[src/rtl/core/mtfp_pkg.sv]
// mtfp_pkg: shared types and constants for the modbus/tcp frame parser core
// no dependencies; used by modbus_tcp_frame_parser_core

package mtfp_pkg;

  // result status codes
  typedef enum logic [1:0] {
    STATUS_GOOD     = 2'd0,
    STATUS_TRUNC    = 2'd1,
    STATUS_ZERO_LEN = 2'd2
  } status_t;

  // configuration register indexes
  localparam logic [0:0] CFG_HIGH_THRESHOLD = 1'd0;
  localparam logic [0:0] CFG_WRITE_CODE     = 1'd1;

  // configuration reset values
  localparam logic [15:0] HIGH_THRESHOLD_RESET = 16'd3000;
  localparam logic [7:0]  WRITE_CODE_RESET     = 8'h06;

  // byte position codes: 0-5 header words, unit byte, inside pdu
  localparam logic [2:0] POS_UNIT = 3'd6;
  localparam logic [2:0] POS_PDU  = 3'd7;

  // pdu capture index saturates once value word is complete
  localparam logic [2:0] PDU_IDX_FUNC  = 3'd0;
  localparam logic [2:0] PDU_IDX_ADDRH = 3'd1;
  localparam logic [2:0] PDU_IDX_ADDRL = 3'd2;
  localparam logic [2:0] PDU_IDX_VALH  = 3'd3;
  localparam logic [2:0] PDU_IDX_VALL  = 3'd4;
  localparam logic [2:0] PDU_IDX_DONE  = 3'd5;

  typedef struct packed {
    logic [15:0] txn_id;
    logic [15:0] proto_id;
    logic [15:0] length_field;
    logic [7:0]  unit_id;
    logic [7:0]  func_code;
    logic [15:0] reg_addr;
    logic [15:0] reg_value;
    logic        is_write_single;
    logic        value_high_flag;
    logic [15:0] frame_index;
    status_t     status;
  } result_t;

endpackage

[src/rtl/core/modbus_tcp_frame_parser_core.sv]
// modbus_tcp_frame_parser_core: byte-wide modbus/tcp mbap header and pdu parser
// depends on mtfp_pkg for result type, status codes and register indexes

// usage
//   s_* channel: one stream byte per word, s_tlast marks the last byte of a log.
//   m_* channel: one word per completed frame, or one error word for a zero
//     length field or a pdu cut off by end of stream. m_tuser carries status.
//   cfg_*: write-only register port, written while the parser is idle.
// results: the byte that completes a frame loads its result into the output
//   register, or into the skid entry while the output word is held.
// throughput: one byte per clock while s_tready is high; each byte only updates
//   the position counters and field registers; the result is registered once.
// stalls: an output register plus one skid entry sit behind the parser;
//   s_tready drops only while the skid entry is occupied, so a stalled
//   receiver holds at most two results before input is back-pressured.
// reset: rst (synchronous) returns the parser to the first header byte,
//   clears the frame counter and halt state, drops both output entries and
//   restores threshold 3000 and write function code 6.
// after a zero length error result all bytes are dropped up to and including
//   the next byte with s_tlast set.

module modbus_tcp_frame_parser_core (
  input  logic         clk,
  input  logic         rst,
  input  logic         cfg_we,
  input  logic [0:0]   cfg_index,
  input  logic [15:0]  cfg_data,
  input  logic         s_tvalid,
  output logic         s_tready,
  input  logic [7:0]   s_tdata,   // data_byte
  input  logic         s_tlast,   // end_of_stream
  output logic         m_tvalid,
  input  logic         m_tready,
  // txn_id, proto_id, length_field, unit_id, func_code,
  // reg_addr, reg_value, is_write_single, value_high_flag,
  // frame_index, zero fill
  output logic [119:0] m_tdata,
  output logic [1:0]   m_tuser    // status
);

  // configuration
  logic [15:0] high_value_threshold;
  logic [7:0]  write_function_code;

  // parser state
  logic [2:0]  byte_position, byte_position_next;
  logic [15:0] pdu_remaining, pdu_remaining_next;
  logic [2:0]  pdu_index, pdu_index_next;
  logic [15:0] header_words [3];
  logic [15:0] header_words_next [3];
  logic [7:0]  unit_byte, unit_byte_next;
  logic [7:0]  function_byte, function_byte_next;
  logic [15:0] address_word, address_word_next;
  logic [15:0] value_word, value_word_next;
  logic        halted, halted_next;
  logic [15:0] good_frame_count, good_frame_count_next;

  // result path
  logic               accept;
  logic               push;
  mtfp_pkg::status_t  push_status;
  mtfp_pkg::result_t  result;
  logic               wr_match;
  logic [1:0]         word_sel;

  // output register and skid entry
  logic              out_valid;
  mtfp_pkg::result_t out_word;
  logic              skid_valid;
  mtfp_pkg::result_t skid_word;
  logic              pop;

  assign s_tready = !skid_valid;
  assign accept   = s_tvalid && s_tready;
  assign pop      = out_valid && m_tready;
  assign word_sel = byte_position[2:1];

  // configuration registers
  always_ff @(posedge clk) begin
    if (rst) begin
      high_value_threshold <= mtfp_pkg::HIGH_THRESHOLD_RESET;
      write_function_code  <= mtfp_pkg::WRITE_CODE_RESET;
    end else if (cfg_we) begin
      unique case (cfg_index)
        mtfp_pkg::CFG_HIGH_THRESHOLD: high_value_threshold <= cfg_data;
        mtfp_pkg::CFG_WRITE_CODE:     write_function_code  <= cfg_data[7:0];
        default: ;
      endcase
    end
  end

  // per-byte parse step
  always_comb begin
    byte_position_next    = byte_position;
    pdu_remaining_next    = pdu_remaining;
    pdu_index_next        = pdu_index;
    header_words_next     = header_words;
    unit_byte_next        = unit_byte;
    function_byte_next    = function_byte;
    address_word_next     = address_word;
    value_word_next       = value_word;
    halted_next           = halted;
    good_frame_count_next = good_frame_count;
    push                  = 1'b0;
    push_status           = mtfp_pkg::STATUS_GOOD;

    if (!halted) begin
      if (byte_position < mtfp_pkg::POS_UNIT) begin
        // header words arrive high byte first
        if (!byte_position[0]) begin
          header_words_next[word_sel] = {s_tdata, 8'h00};
        end else begin
          header_words_next[word_sel] = header_words[word_sel] | {8'h00, s_tdata};
        end
        byte_position_next = byte_position + 3'd1;
      end else if (byte_position == mtfp_pkg::POS_UNIT) begin
        unit_byte_next     = s_tdata;
        function_byte_next = 8'h00;
        address_word_next  = 16'h0000;
        value_word_next    = 16'h0000;
        pdu_index_next     = mtfp_pkg::PDU_IDX_FUNC;
        if (header_words[2] == 16'd0) begin
          push        = 1'b1;
          push_status = mtfp_pkg::STATUS_ZERO_LEN;
          halted_next = 1'b1;
        end else if (header_words[2] == 16'd1) begin
          // empty pdu, frame ends on the unit byte
          push                  = 1'b1;
          good_frame_count_next = good_frame_count + 16'd1;
          byte_position_next    = 3'd0;
        end else begin
          pdu_remaining_next = header_words[2] - 16'd1;
          byte_position_next = mtfp_pkg::POS_PDU;
        end
      end else begin
        unique case (pdu_index)
          mtfp_pkg::PDU_IDX_FUNC:  function_byte_next = s_tdata;
          mtfp_pkg::PDU_IDX_ADDRH: address_word_next  = {s_tdata, 8'h00};
          mtfp_pkg::PDU_IDX_ADDRL: address_word_next  = address_word | {8'h00, s_tdata};
          mtfp_pkg::PDU_IDX_VALH:  value_word_next    = {s_tdata, 8'h00};
          mtfp_pkg::PDU_IDX_VALL:  value_word_next    = value_word | {8'h00, s_tdata};
          default: ;
        endcase
        if (pdu_index < mtfp_pkg::PDU_IDX_DONE) begin
          pdu_index_next = pdu_index + 3'd1;
        end
        pdu_remaining_next = pdu_remaining - 16'd1;
        if (pdu_remaining_next == 16'd0) begin
          push                  = 1'b1;
          good_frame_count_next = good_frame_count + 16'd1;
          byte_position_next    = 3'd0;
        end
      end

      // stream ended inside a pdu with no frame completed
      if (s_tlast && !push && byte_position_next == mtfp_pkg::POS_PDU) begin
        push        = 1'b1;
        push_status = mtfp_pkg::STATUS_TRUNC;
      end
    end

    // result word from the updated fields
    wr_match = (function_byte_next == write_function_code)
               && (push_status == mtfp_pkg::STATUS_GOOD);
    result.txn_id           = header_words_next[0];
    result.proto_id         = header_words_next[1];
    result.length_field     = header_words_next[2];
    result.unit_id          = unit_byte_next;
    result.func_code        = (push_status == mtfp_pkg::STATUS_GOOD)
                              ? function_byte_next : 8'h00;
    result.reg_addr         = wr_match ? address_word_next : 16'h0000;
    result.reg_value        = wr_match ? value_word_next : 16'h0000;
    result.is_write_single  = wr_match;
    result.value_high_flag  = wr_match && (value_word_next > high_value_threshold);
    result.frame_index      = good_frame_count_next;
    result.status           = push_status;

    // end of stream restarts parsing, halted or not
    if (s_tlast) begin
      byte_position_next    = 3'd0;
      pdu_remaining_next    = 16'd0;
      pdu_index_next        = mtfp_pkg::PDU_IDX_FUNC;
      halted_next           = 1'b0;
      good_frame_count_next = 16'd0;
    end
  end

  // parser state registers
  always_ff @(posedge clk) begin
    if (rst) begin
      byte_position    <= 3'd0;
      pdu_remaining    <= 16'd0;
      pdu_index        <= mtfp_pkg::PDU_IDX_FUNC;
      header_words     <= '{default: 16'h0000};
      unit_byte        <= 8'h00;
      function_byte    <= 8'h00;
      address_word     <= 16'h0000;
      value_word       <= 16'h0000;
      halted           <= 1'b0;
      good_frame_count <= 16'd0;
    end else if (accept) begin
      byte_position    <= byte_position_next;
      pdu_remaining    <= pdu_remaining_next;
      pdu_index        <= pdu_index_next;
      header_words     <= header_words_next;
      unit_byte        <= unit_byte_next;
      function_byte    <= function_byte_next;
      address_word     <= address_word_next;
      value_word       <= value_word_next;
      halted           <= halted_next;
      good_frame_count <= good_frame_count_next;
    end
  end

  // output register with one skid entry behind it
  always_ff @(posedge clk) begin
    if (rst) begin
      out_valid  <= 1'b0;
      skid_valid <= 1'b0;
    end else if (pop || !out_valid) begin
      // skid is empty whenever a byte is taken, so at most one source here
      out_valid  <= skid_valid || (accept && push);
      skid_valid <= 1'b0;
    end else if (accept && push) begin
      skid_valid <= 1'b1;
    end
  end

  always_ff @(posedge clk) begin
    if (pop || !out_valid) begin
      out_word <= skid_valid ? skid_word : result;
    end else if (accept && push) begin
      skid_word <= result;
    end
  end

  assign m_tvalid = out_valid;
  assign m_tdata  = {
    6'b0,
    out_word.frame_index,
    out_word.value_high_flag,
    out_word.is_write_single,
    out_word.reg_value,
    out_word.reg_addr,
    out_word.func_code,
    out_word.unit_id,
    out_word.length_field,
    out_word.proto_id,
    out_word.txn_id
  };
  assign m_tuser  = out_word.status;

`ifndef SYNTHESIS
  // skid entry only fills behind a held output word
  a_skid_behind_out: assert property (@(posedge clk) disable iff (rst)
    skid_valid |-> out_valid)
    else $error("skid entry valid with empty output register");

  // pdu byte count is live exactly while inside a pdu
  a_pdu_count: assert property (@(posedge clk) disable iff (rst)
    (byte_position == mtfp_pkg::POS_PDU) == (pdu_remaining != 16'd0))
    else $error("pdu_remaining out of step with byte position");

  // halt only follows a zero length seen on the unit byte
  a_halt_pos: assert property (@(posedge clk) disable iff (rst)
    halted |-> byte_position == mtfp_pkg::POS_UNIT)
    else $error("halted outside unit byte position");

  // a halted parser never produces a result
  a_halt_quiet: assert property (@(posedge clk) disable iff (rst)
    (accept && halted) |=> !skid_valid || $past(skid_valid))
    else $error("result produced while halted");
`endif

endmodule
[config.mk]
export PLATFORM = sky130hd
export DESIGN_NAME = modbus_tcp_frame_parser_core
export DESIGN_NICKNAME = d
export VERILOG_FILES = /design/src/rtl/core/mtfp_pkg.sv /design/src/rtl/core/modbus_tcp_frame_parser_core.sv
export SDC_FILE = /design/constraint.sdc
export NUM_CORES = 1
export LEC_CHECK = 0
export BUFFER_PORTS_ARGS = -buffer_cell sky130_fd_sc_hd__buf_2
export CAP_MARGIN = 20
export CELL_PAD_IN_SITES_DETAIL_PLACEMENT = 1
export CELL_PAD_IN_SITES_GLOBAL_PLACEMENT = 1
export CORE_UTILIZATION = 45
export DETAILED_ROUTE_END_ITERATION = 16
export PLACE_DENSITY = 0.78
export SYNTH_ARGS = -nofsm -noshare
export SYNTH_HDL_FRONTEND = slang
export SYNTH_SLANG_ARGS = --single-unit
[constraint.sdc]
create_clock -name clk -period 13.47 [get_ports clk]
set_clock_uncertainty 0.1 [all_clocks]
set_input_delay 0.6735 -clock clk [delete_from_list [all_inputs] [get_ports clk]]
set_output_delay 0.6735 -clock clk [all_outputs]
set_load 0.03 [all_outputs]
==> summary.md <==
| Metric | Value |
|---|---|
| CTS tree | `done` |
| Clk_lat worst skew | `550 ps` |
| Cell area after layout | `20,870 µm²` |
| Yosys warning count | `0` |
| Vias in the first global route | `14,880` |
| Data required time of the critical path | `13,710 ps` |
| Via count | `14,580` |
| Crit path DAT | `4600 ps` |
| Antenna-violating nets left | `0` |
| RSZ-0062 raised after global routing | `no` |
| Register area share after synthesis | `0.5496` |
| Fin crit share | `0.3234` |
| Status | `completed` |
| First-pass GRT wire length | `83,940 µm` |
| P_leak | `7.941 nW` |
| Total power | `2.712 mW` |
| TNS Setup | `0 ps` |
| Clock buffer depth | `3` |
| H-tree levels | `2` |
| DR iter-0 viols | `1,237` |
| Crit end category | `register` |
| Main synth FF type | `edfxtp_1` |
| Setup CP Type | `reg -> reg` |
| Slew Limit Fails | `0` |
| Post-synth cell types | `82` |
| Crit path launch | `byte_position[0]` |
| Vias per inst | `5.880` |
| Worst VDD drop | `0.00006467 V` |
| Post-Syn Instances | `1,857` |
| Largest net degree at the start of global routing | `89` |
| Post-CTS setup repair buffer count | `0` |
| Most common cell after layout, fill and taps aside | `nand2_1` |
| Drt wl/cell | `21.60 µm` |
| TritonRoute pass-1 iters | `5` |
| P&R area growth vs syn | `12.55%` |
| Root buf cell | `clkbuf_16` |
| I/O pin count | `155` |
| Avg Synthesized Cell Area | `9.985 µm²` |
| Drt total wl | `53,540 µm` |
| Hpwl dp | `34,740 µm` |
| Buffers on Ports | `148` |
| Die H | `205.0 µm` |
| Max-Cap Viols | `0` |
| # resized after CTS | `0` |
| Achievable frequency | `229.6 MHz` |
| Clock sink count | `393` |
| Synthesized cell area | `18,540 µm²` |
| Hold_buf cts | `0` |
| DRC | `0` |
| Least-Margin Pin Slew | `1082 ps` |
| Overflow after GRT | `0` |
| # setup viols final | `0` |
| Clock slew at the register clock pins of the worst setup and hold paths | `60 ps` |
| Critical Path End | `skid_word[42]` |
| Final RePlAce weighted congestion | `0.8465` |
| Worst R2R Path Depth | `11` |
| CP Max Fanout | `68` |
| Die area | `42,020 µm²` |
| N_diodes | `0` |
| Most frequent cells in the layout | `nand2_1, edfxtp_1, nor2_1` |
| Initial Utilization | `0.4614` |
| Placed Area | `19,470 µm²` |
| Post-synth EDFFs | `232` |
| Gr usage total | `0.2557` |
| Rel. slew slack | `0.2787` |
| Pwr per Cell Area | `129.9 nW/µm²` |
| Die Width | `205.0 µm` |
| Seq cells post-synth | `393` |
| Rows | `73` |
| Final Critical Period | `4356 ps` |
| Layout Nets | `1,980` |
| Worst setup SP type | `register` |
| R2r startpoint | `byte_position[0]` |
| Final hold viol count | `0` |
| Async SR Flop Fraction | `0` |
| Reg-to-reg setup timing slack | `9110 ps` |
| HP Class | `in -> reg` |
| Core region area | `40,190 µm²` |
| Layout cells sized above 1 | `0.1822` |
| RR Endpoint | `skid_word[42]` |
| TritonCTS buffer count | `42` |
| Antenna violations before repair | `0` |
stage by stage:
step           setup slack, ps  hold WS, ps    util  cells
2_1_floorplan             1056        332.2       -   1862
3_3_place_gp              9406        340.9  0.4845   2401
3_5_place_dp              9190        346.1  0.4845   2401
4_1_cts                   9167        239.1  0.5191   2478
5_1_grt                   8853        261.1  0.5193   2479
6_report                  9114        251.6  0.5193   2479
cell usage after synthesis (9+ instances only):
master | n | area (µm²)
nand2_1 | 262 | 983.4
edfxtp_1 | 232 | 6967
nor2_1 | 215 | 807.0
dfxtp_1 | 161 | 3223
clkbuf_1 | 111 | 416.7
nor3_1 | 103 | 515.5
o21ai_0 | 101 | 505.5
a21oi_1 | 81 | 405.4
mux2_2 | 74 | 833.3
nand3_1 | 33 | 165.2
o31ai_1 | 33 | 247.7
a22oi_1 | 32 | 240.2
inv_1 | 30 | 112.6
ha_1 | 28 | 350.3
a31oi_1 | 26 | 162.7
nor4_1 | 24 | 150.1
xnor2_1 | 24 | 210.2
buf_1 | 19 | 71.32
xor2_1 | 19 | 166.4
mux2i_1 | 18 | 180.2
nand4_1 | 17 | 106.4
or3_1 | 17 | 106.4
o211ai_1 | 15 | 112.6
and3_1 | 10 | 62.56
buf_2 | 10 | 50.05
a211oi_1 | 9 | 67.56
how the worst min path moves through the flow:
stage,end,startpoint,cells after the start
after floorplan,function_byte[6],function_byte[6],2
after global placement,function_byte[6],function_byte[6],2
after detailed placement,function_byte[5],function_byte[5],2
after CTS,high_value_threshold[8],cfg_data[8],3
after global routing,high_value_threshold[8],cfg_data[8],3
final,high_value_threshold[8],cfg_data[8],3
kinds of logic (layout without fill, tap and decap cells):
family / Yosys count / after routing / share of synthesized area
AO/OA/AOI/OAI: 366 / 366 / 0.1268
XOR/XNOR: 43 / 43 / 0.02031
adder cells (fa/ha/maj): 28 / 28 / 0.01889
buffers and inverters: 186 / 278 / 0.04305
flip-flops: 393 / 393 / 0.5496
multiplexers: 94 / 94 / 0.05608
other: 1 / 6 / 0.0002022
AND/OR/NAND/NOR: 746 / 746 / 0.1851
layout make-up:
| type | count | area (µm²) |
|---|---|---|
| repair buffers | 170 | 908.4 |
| multi-input cells | 1283 | 7604 |
| clock buffers | 53 | 1175 |
| flip-flops and latches | 393 | 10190 |
| fillers | 4440 | 19320 |
| well taps | 525 | 656.9 |
| clock inverters | 24 | 216.5 |
| inverters | 31 | 117.6 |
layer usage:
layer / GRT usage / routed length, µm / vias up
met1: 0.3549 / 24600 / 7301
met5: 0 / 0 / -
met2: 0.4112 / 24740 / 382
met3: 0.03436 / 2684 / 93
met4: 0.08439 / 1518 / 0
li1: - / - / 6800
sequential cells by signal (all words and copies together) (netlist names), 16 cells and up:
register	flops
skid_word	116
m_tdata	114
header_words	48
address_word	16
good_frame_count	16
high_value_threshold	16
pdu_remaining	16
value_word	16
where the power goes:
part           internal [mW]  switching, mW  total [mW]
combinational         0.0695          0.150       0.220
sequential              1.29         0.0266        1.32
clock                  0.679          0.491        1.17
critical path: stages (launching register included):
cell     delay, ps
dfxtp_1        960
inv_1          110
ha_1           380
nand2_4        250
nor2_1         100
buf_4          270
a21oi_1        240
xnor2_1        160
nand3_1        100
or4_2          660
buf_4          360
nor4_1         410
Note: power is estimated with default switching activity, not from simulation.
